<file path="config.mk">
export PLATFORM = sky130hd
export DESIGN_NAME = dlf_mac
export DESIGN_NICKNAME = d
export VERILOG_FILES = /design/src/rtl/dlf_pkg.sv /design/src/rtl/dlf_mac.sv
export SDC_FILE = /design/constraint.sdc
export NUM_CORES = 1
export LEC_CHECK = 0
export ABC_CLOCK_PERIOD_IN_PS = 16800
export BUFFER_PORTS_ARGS = -buffer_cell sky130_fd_sc_hd__buf_2
export CAP_MARGIN = 10
export CORE_MARGIN = 2
export CORE_UTILIZATION = 30
export CTS_BUF_LIST = sky130_fd_sc_hd__clkbuf_8
export DETAILED_ROUTE_END_ITERATION = 10
export HOLD_SLACK_MARGIN = 0.05
export PLACE_DENSITY = 0.52
export SYNTH_ARGS = -nofsm -noshare
export SYNTH_HDL_FRONTEND = slang
export SYNTH_SLANG_ARGS = --single-unit
</file>
<file path="constraint.sdc">
create_clock -name clock -period 16.8 [get_ports clock]
set_input_delay 0.84 -clock clock [delete_from_list [all_inputs] [get_ports clock]]
set_output_delay 0.84 -clock clock [all_outputs]
set_load 0.005 [all_outputs]
</file>
<file path="src/rtl/dlf_pkg.sv">
// dlf_pkg: shared types, widths and codes of the dense layer forward pass
// no dependencies; imported by dlf_mac and dense_layer_forward_pass
`timescale 1ns / 1ps
`default_nettype none

package dlf_pkg;

   // fixed field widths
   localparam int KIND_W     = 2;
   localparam int ADDR_W     = 10;
   localparam int VALUE_W    = 16;
   localparam int INDEX_W    = 4;
   localparam int CSR_ADDR_W = 5;
   localparam int CSR_DATA_W = 32;
   localparam int REG_IDX_W  = 3;
   localparam int LC_REG_W   = 3;
   localparam int NODES_REG_W = 5;
   localparam int PROD_W     = 2 * VALUE_W;
   localparam int FRAC_BITS  = 8;

   // command kinds
   localparam logic [KIND_W-1:0] KIND_WEIGHT = 2'd0;
   localparam logic [KIND_W-1:0] KIND_NODE   = 2'd1;
   localparam logic [KIND_W-1:0] KIND_RUN    = 2'd2;

   // register indexes
   localparam logic [REG_IDX_W-1:0] REG_LAYER_COUNT = 3'd0;
   localparam logic [REG_IDX_W-1:0] REG_LAYER0      = 3'd1;
   localparam logic [REG_IDX_W-1:0] REG_LAYER1      = 3'd2;
   localparam logic [REG_IDX_W-1:0] REG_LAYER2      = 3'd3;
   localparam logic [REG_IDX_W-1:0] REG_LAYER3      = 3'd4;

   // register reset values
   localparam logic [LC_REG_W-1:0]    LAYER_COUNT_RST = 3'd2;
   localparam logic [NODES_REG_W-1:0] LAYER_NODES_RST = 5'd16;

   // node count used for layers that have no register
   localparam int DEFAULT_NODES = 16;

   typedef logic signed [VALUE_W-1:0] value_type;

   // control from the sequencer to the mac datapath
   typedef struct packed {
      logic valid;   // memory read data present this cycle
      logic clear;   // restart the accumulator
   } mac_ctrl_type;

endpackage

`default_nettype wire

</file>
<file path="src/rtl/dlf_mac.sv">
// dlf_mac: multiply, accumulate, scale by 2^-8 and saturate to Q8.8
// depends on dlf_pkg
`timescale 1ns / 1ps
`default_nettype none

module dlf_mac #(
   parameter int ACC_W = 37
) (
   input  wire logic                  clock,
   input  wire logic                  reset,
   input  wire dlf_pkg::mac_ctrl_type ctrl,
   input  wire dlf_pkg::value_type    weight_data,
   input  wire dlf_pkg::value_type    node_data,
   output logic                       pipe_busy,
   output dlf_pkg::value_type         result
);
   import dlf_pkg::*;

   logic signed [PROD_W-1:0] prod_ff, prod_in;
   logic                     prod_valid_ff;
   logic signed [ACC_W-1:0]  acc_ff, acc_in;
   logic signed [ACC_W-1:0]  shifted;

   // product stage
   assign prod_in = weight_data * node_data;

   always_ff @(posedge clock) begin
      if (reset) begin
         prod_valid_ff <= 1'b0;
      end else begin
         prod_valid_ff <= ctrl.valid;
      end
      prod_ff <= prod_in;
   end

   // accumulate stage
   always_comb begin
      acc_in = acc_ff;
      if (ctrl.clear) begin
         acc_in = '0;
      end else if (prod_valid_ff) begin
         acc_in = acc_ff + ACC_W'(prod_ff);
      end
   end

   always_ff @(posedge clock) begin
      if (reset) begin
         acc_ff <= '0;
      end else begin
         acc_ff <= acc_in;
      end
   end

   // floor shift and saturate
   always_comb begin
      shifted = acc_ff >>> FRAC_BITS;
      if (shifted > ACC_W'(32'sd32767)) begin
         result = 16'sh7fff;
      end else if (shifted < ACC_W'(-32'sd32768)) begin
         result = 16'sh8000;
      end else begin
         result = shifted[VALUE_W-1:0];
      end
   end

   assign pipe_busy = ctrl.valid | prod_valid_ff;

endmodule

`default_nettype wire

</file>
Word level (Yosys, flattened, before mapping)
Index checks and enable logic that the tools add are counted.
- output and inout bits: 17
- memories kept: 0
- RAM bits: 0
- latch bits: 0
- bits in read-only memories: 0
- bits in registers: 70
- word-level logic and storage cells: 11
- input port bits: 36
- bitwise logic cells: 1
- multiply operators: 1
- shift-type cells: 0
- eq/ne operators: 0
- reduce and logical (&&, ||, !) cells: 1
- div/mod/pow operators: 0
- add/subtract/negate cells: 1
- mux-type cells: 2
- order comparisons: 2
- operator list (operator ; number):
    adder 37 x 32 -> 37 bit ; 1
    multiplier 16 x 16 -> 32 bit ; 1
    two-way mux 16 bit ; 2
    > comparator 29 x 16 -> 1 bit, second input constant ; 1
    < comparator 29 x 16 -> 1 bit, second input constant ; 1
    OR reduction 2 bit ; 1
    OR 1 bit ; 1

Depth between registers and ports, before layout
Gate-level depths: netlist of run 1.
- depth after elaboration: 3
- mapped depth: 25
- gate-level depth less buffers: 23

Worst setup path after synthesis of run 1
Ideal clock, no wire load.
- kind: input to register
- from: input node_data[9]
- to: register prod_ff[30]
- library setup time: 0.060 ns
- path buffers: 1
- path slack: 10.292 ns
- required time: 16.740 ns
- stages: 22
- data arrival time: 6.448 ns
- path through: clkbuf_1 > nand2_1 > fa_1 > inv_1 > fa_1 > inv_1 > fa_1 > inv_1 > fa_1 > fa_1 > inv_1 > fa_1 > inv_1 > ha_1 > and3_1 > a221o_1 > or3b_1 > o21ai_1 > o211a_1 > o21bai_2 > nor4b_1 > a311o_1
- word-level cells in the longest chain between the ends: 1
- ends and longest elaborated chain (element ; line ; text):
    start, declared ; dlf_mac.sv:13 ; input wire dlf_pkg::value_type node_data,
    multiplier 16 x 16 -> 32 bit ; dlf_mac.sv:25 ; assign prod_in = weight_data * node_data;
    net prod_in[30] ; dlf_mac.sv:19 ; logic signed [PROD_W-1:0] prod_ff, prod_in;
    end signal, assigned ; dlf_mac.sv:33 ; prod_ff <= prod_in;
    end, declared ; dlf_mac.sv:19 ;
The timed path passes the listed nets, and every way through them passes these cells.
A chain may end at the register's enable or synchronous reset.

Worst setup path in the final report of run 1
- from: input node_data[3]
- to: register prod_ff[30]
Same word-level chain as after synthesis.

==> results of run 1 <==
## layout make-up
| class | count | area, um^2 |
|---|---|---|
| tap | 607 | 759 |
| clock inverter | 4 | 21.3 |
| inverter | 317 | 1190 |
| clock buffer | 12 | 165 |
| fill | 4816 | 31300 |
| sequential | 70 | 1400 |
| timing repair buffer | 56 | 290 |
| multi-input combinational | 1129 | 11200 |
## critical path: stages
cell and delay, ns:
buf_2 0.37, nand2_1 0.17, fa_1 0.58, fa_1 0.44, fa_1 0.51, inv_1 0.05, fa_1 0.47, fa_1 0.54
inv_1 0.05, fa_1 0.53, inv_1 0.04, ha_1 0.34, and3_1 0.25, a221o_1 0.37, or3b_1 0.35, o21ai_1 0.34
o211a_1 0.24, o21bai_2 0.09, nor4b_1 0.35, a311o_1 0.18
## stage by stage
stage / utilization [%] / cells
finish: 32.5 / 2195
global route: 32.5 / 2195
CTS: 32.5 / 2195
detailed placement: 32.1 / 2179
global placement: 32.1 / 2179
floorplan: - / 1568
## worst paths after layout
check,from,end,slack [ns],depth (start not counted)
hold reg to reg,acc_ff[25],acc_ff[25],0.49,2
setup reg to reg,acc_ff[0],acc_ff[36],13.50,12
hold / removal,acc_ff[25],acc_ff[25],0.49,2
setup / recovery,node_data[3],prod_ff[30],10.01,20
## flip-flops by register name, indices dropped and copies added, names as in the netlist
register and flops:
acc_ff 37, prod_ff 32, prod_valid_ff 1
## routing by layer
metal	share of wire (%)	GRT usage (%)	vias up
li1	-	-	4943
met1	45	18.9	5197
met2	52	27.8	104
met3	1.9	1.65	30
met4	1.6	3.18	0
met5	0	0	-
## cell families after synthesis
logic type / after synthesis / synth area share (%)
AOI/OAI and AO/OA: 219 / 10.9
xor gates and xnor gates: 49 / 3.06
adders and majority gates: 381 / 48.0
buffers and inverters: 369 / 9.98
DFF: 70 / 9.98
muxes: 18 / 1.28
and+or+nand+nor: 462 / 16.7
## cell usage after synthesis (6+ instances only)
master / instances / area [um^2]
inv_1: 317 / 1190
fa_1: 263 / 5270
nand2_1: 154 / 578
and2_1: 127 / 795
ha_1: 118 / 1480
dfxtp_1: 70 / 1400
nor2_1: 70 / 263
a21oi_1: 50 / 250
clkbuf_1: 42 / 158
xnor2_1: 35 / 307
o21a_1: 34 / 255
a21o_1: 33 / 248
o21ai_0: 21 / 105
mux2i_1: 18 / 180
nor3_1: 18 / 90.1
nand3_1: 15 / 75.1
nand3b_1: 15 / 113
nand2b_1: 14 / 87.6
xor2_1: 14 / 123
a211oi_1: 10 / 75.1
nor2b_1: 10 / 62.6
and3_1: 9 / 56.3
o21ai_1: 8 / 40.0
o21bai_1: 8 / 60.1
a31oi_1: 6 / 37.5
o211ai_1: 6 / 45.0
o31ai_1: 6 / 45.0
==> reports/qor.yml, run 1 <==
status:
  status: "finished clean"
job:
  drv_cap: 0
timing:
  fmax_ghz: 0.147
  min_period_over_period_pct: 40.4
  tightest_slew_ns: 0.699
  period_minus_slack_ns: 6.79
  clock_skew_ns: 0.0115
  drv_slew: 0
  rsz0062_at_grt: "no"
  timing.setup.tns_ns: 0
  fin_ws_ns: 10.01
  hold-worst-slack_ns: 0.494
  relSlewSlack_pct: 53.4
  finalHoldViolCount: 0
  setup_violations: 0
floorplanning:
  dieWidth_um: 220
  start_util_pct: 30.3
  core_area_mm2: 0.0464
  die_area_mm2: 0.0485
  die_h_um: 220
  row_count: 79
  io_pins: 53
clock_tree:
  clkSlewWorstSetupHoldPaths_ns: 0.07
  htreeDepth: 3
  ctsHoldBuffers: 0
  worst_skew_pair.late_latency_ns: 0.38
  clkSinkCount: 70
  cts-resized-gates: 0
  clock_path_buffers: 2
  ctsRootBufferMaster: "clkbuf_8"
  cts_setup_buffers: 0
  cts_buffers: 9
  cts_tree: "built"
grt:
  antenna_found_initial: 0
  grt_pass1_vias: 11253
  grt_pass1_wl_mm: 57.7
  grt_overflow: 0
  grt_max_degree: 58
  grtUsageTotal_pct: 15.1
setup_path:
  required_ns: 17.11
  worstSetupPathType: "input port to register"
  worst-path-max-fanout: 16
  crit_path_end_kind: "register"
  crit_path_start_kind: "input port"
  arrival_ns: 7.11
layout:
  layout-area-overhead-vs-synth_pct: 7.36
  stdcell_area_mm2: 0.0151
  diodes: 0
  final_common_cell: "inv_1"
  mostFrequentLayoutCells: "inv_1 (318), fa_1 (263), nand2_1 (154)"
  nets: 2000
  final_layout_size_suffix_gt1_share_pct: 5.73
logic_synthesis:
  syn_area_mm2: 0.0140
  syn_nets: 1985
  synth_seq_cells: 70
  ys_seq_area_share_pct: 9.98
  synth_warnings: 0
  netlist_instances: 1568
  synth_enable_flop_cells: 0
  synth_cell_types: 71
  synth_area_per_cell_um2: 8.95
  ys.flop_type: "dfxtp_1"
  ys_async_sr_fraction_pct: 0
place:
  globalplace.congestion: 0.787
  io_buffers: 52
  place_ws_ns: 9.71
  place_area_mm2: 0.0149
  hpwl_mm: 27.8
detailed_routing:
  drt_wl_total_mm: 33.7
  firstDrtPassIters: 5
  drc: 0
  drt_iter0_markers: 479
  routedWlPerCell_um: 15.3
  antenna_left: 0
  viasPerCell: 4.68
  vias: 10274
hold_path:
  hold_path_class: "register to register"
Power of run 1 is not shown: default switching activity piles up to over one toggle a cycle in this logic, so the estimate is an artifact.
==> run 2: changes to the inputs <==
--- a/config.mk
+++ b/config.mk
@@ -5,7 +5,8 @@
 export SDC_FILE = /design/constraint.sdc
 export NUM_CORES = 1
 export LEC_CHECK = 0
-export ABC_CLOCK_PERIOD_IN_PS = 16800
+export ABC_AREA = 1
+export ABC_CLOCK_PERIOD_IN_PS = 6300
 export BUFFER_PORTS_ARGS = -buffer_cell sky130_fd_sc_hd__buf_2
 export CAP_MARGIN = 10
 export CORE_MARGIN = 2
@@ -13,7 +14,7 @@
 export CTS_BUF_LIST = sky130_fd_sc_hd__clkbuf_8
 export DETAILED_ROUTE_END_ITERATION = 10
 export HOLD_SLACK_MARGIN = 0.05
-export PLACE_DENSITY = 0.52
+export PLACE_DENSITY = 0.51
 export SYNTH_ARGS = -nofsm -noshare
 export SYNTH_HDL_FRONTEND = slang
 export SYNTH_SLANG_ARGS = --single-unit
==> constraint.sdc (replaced) <==
create_clock -name clock -period 6.3 [get_ports clock]
set_input_delay 0.315 -clock clock [delete_from_list [all_inputs] [get_ports clock]]
set_output_delay 0.315 -clock clock [all_outputs]
set_load 0.005 [all_outputs]
==> reports/qor.yml, run 2 <==
status:
  status: "finished clean"
place:
  io_buffers: 52  # unchanged
  hpwl_mm: 36.0  # +29%
  place_ws_ns: 0.139  # -9.57 ns
  globalplace.congestion: 0.910  # +16%
logic_synthesis:
  synthTopCellsByCount: "inv_1 (591), nand2_1 (506), fa_1 (263)"
  yosysTopAreaCell: "fa_1"
  netlist_instances: 2112  # +35%
  synth_area_per_cell_um2: 7.28  # -19%
  ys.flop_type: "dfxtp_1"
  synthTopCellsByArea: "fa_1 (34%), inv_1 (14%), nand2_1 (12%)"
  ys_async_sr_fraction_pct: 0  # unchanged
  syn_nets: 2529  # +27%
  yosysMostFrequentCell: "inv_1"
  synth_warnings: 0  # unchanged
  syn_area_mm2: 0.0154  # +9.5%
  synth_seq_cells: 70  # unchanged
  synth_cell_types: 46  # -35%
  ys_seq_area_share_pct: 9.12  # -0.86 points
  synth_enable_flop_cells: 0  # unchanged
  synth_top_area_share_pct: 34.3  # -3.2 points
grt:
  grt_pass1_wl_mm: 70.1  # +22%
  antenna_found_initial: 0  # unchanged
  grtUsageTotal_pct: 16.6  # +1.5 points
  grt_overflow: 0  # unchanged
  grt_pass1_vias: 13445  # +19%
  grt_max_degree: 44  # -24%
detailed_routing:
  vias: 12558  # +22%
  drt_iter0_markers: 729  # +52%
  routedWlPerCell_um: 14.9  # -2.6%
  drc: 0  # unchanged
  firstDrtPassIters: 5  # unchanged
  viasPerCell: 4.50  # -3.8%
  antenna_left: 0  # unchanged
  drt_wl_total_mm: 41.7  # +24%
setup_path:
  path_delay_family: "adder cells"
  crit_path_start_kind: "input port"
  path_common_cell: "fa_1"
  arrival_ns: 6.12  # -0.99 ns
  cp_cell_sequence: "buf_2 > inv_1 > or2_2 > fa_1 > fa_1 > inv_1 > fa_1 > fa_1 > fa_1 > inv_1 > fa_1 > inv_1 > ha_1 > nand2_1 > inv_1 > nand2_1 > a21oi_1 > nor2_1 > nand3_1 > nand3_1 > nand2_1 > xor2_1"
  crit_path_end_kind: "register"
  rrSetupSlack_ns: 3.94  # -9.56 ns
  critPathSlowestCell: "fa_1"
  required_ns: 6.58  # -10.53 ns
  cp-startpoint: "node_data[15]"
  crit_buf_inv: 6  # +2
  timing.rr.start: "acc_ff[0]"
  worst-path-max-fanout: 17  # +1
  worstSetupPathType: "input port to register"
  max_stage_delay_ns: 0.55  # -0.03 ns
clock_tree:
  ctsRootBufferMaster: "clkbuf_8"
  cts-resized-gates: 0  # unchanged
  clkSlewWorstSetupHoldPaths_ns: 0.08  # about the same
  cts_setup_buffers: 0  # unchanged
  clkSinkCount: 70  # unchanged
  cts_buffers: 9  # unchanged
  htreeDepth: 3  # unchanged
  cts_tree: "built"
  worst_skew_pair.late_latency_ns: 0.38  # about the same
  ctsHoldBuffers: 0  # unchanged
  clock_path_buffers: 2  # unchanged
floorplanning:
  core_area_mm2: 0.0504  # +8.7%
  die_h_um: 230  # +4.6%
  row_count: 82  # +3.8%
  dieWidth_um: 230  # +4.6%
  die_area_mm2: 0.0531  # +9.3%
  io_pins: 53  # unchanged
  start_util_pct: 30.5  # +0.23 points
timing:
  hold-worst-slack_ns: 0.106  # -0.388 ns
  period_minus_slack_ns: 5.83
  timing.setup.tns_ns: 0  # unchanged
  tightest_slew_ns: 0.862  # +0.163 ns
  relSlewSlack_pct: 42.4  # -11 points
  rsz0062_at_grt: "no"
  min_period_over_period_pct: 92.6
  setup_violations: 0  # unchanged
  finalHoldViolCount: 0  # unchanged
  fmax_ghz: 0.171
  fin_ws_ns: 0.466  # -9.54 ns
  clock_skew_ns: 0.0179  # +0.00640 ns
  drv_slew: 0  # unchanged
layout:
  largest_register_ffs: 37  # unchanged
  diodes: 0  # unchanged
  final_common_cell: "inv_1"
  final_layout_size_suffix_gt1_share_pct: 6.71  # +0.98 points
  multiInputGateArea_mm2: 0.0114  # +1.8%
  mostFrequentLayoutCells: "inv_1 (591), nand2_1 (506), fa_1 (263)"
  layout-area-overhead-vs-synth_pct: 7.07
  reg_top3: "acc_ff: 37 flops, prod_ff: 32 flops, prod_valid_ff: 1 flops"
  top_register: "acc_ff"
  final_util_pct: 32.7  # +0.16 points
  register_area_mm2: 0.00140  # about the same
  nFillCells: 5477  # +14%
  nets: 2529  # +26%
job:
  drv_cap: 0  # unchanged
hold_path:
  min_from: "reset"
  hold_path_class: "input port to register"
==> run 2: worst register-to-register path: stages, from the launching register on <==
cell and delay, ns:
dfxtp_1 0.34, ha_1 0.23, inv_1 0.07, fa_1 0.41, inv_1 0.15, nand3_1 0.11, nand2_2 0.18, a21oi_4 0.11
o21ai_2 0.19, nand2_1 0.16, nand4_1 0.11, nand3_1 0.10, nand2_1 0.09, inv_1 0.04
==> run 2: final timing paths <==
check	endpoint	depth (start not counted)
worst max-delay path	prod_ff[23]	22
worst min-delay path	prod_valid_ff	2
worst max register to register	acc_ff[26]	13
worst min register to register	acc_ff[0]	2
==> run 2: cells by family after synthesis <==
family                     after synthesis  share of synthesized area, %
AOI/OAI and AO/OA                      204                          7.69
xor gates and xnor gates                50                          2.85
adders and majority gates              381                          43.9
buffers and inverters                  668                          16.4
DFF                                     70                          9.12
and+or+nand+nor                        739                          20.1
==> run 2: routing by layer <==
layer	part of all wire [%]	global-route usage (%)
met3	3.0	1.19
met4	1.7	3.39
met1	46	21.6
met5	0	0
met2	49	30.0
==> run 2: final cells by class <==
class	count	share of cell area (%)
sequential	70	8.52
multi-input combinational	1374	69.6
tap	672	5.11
clock buffer	11	0.920
clock inverter	5	0.251
timing repair buffer	63	2.08
inverter	594	13.5
==> run 2: metrics by stage <==
stage / cell area (um^2) / std cells
4_1_cts: 16500 / 2789
3_3_place_gp: 16300 / 2773
3_5_place_dp: 16300 / 2773
2_1_floorplan: 15400 / 2112
6_report: 16500 / 2789
5_1_grt: 16500 / 2789
Power of run 2 is left out for the same reason.
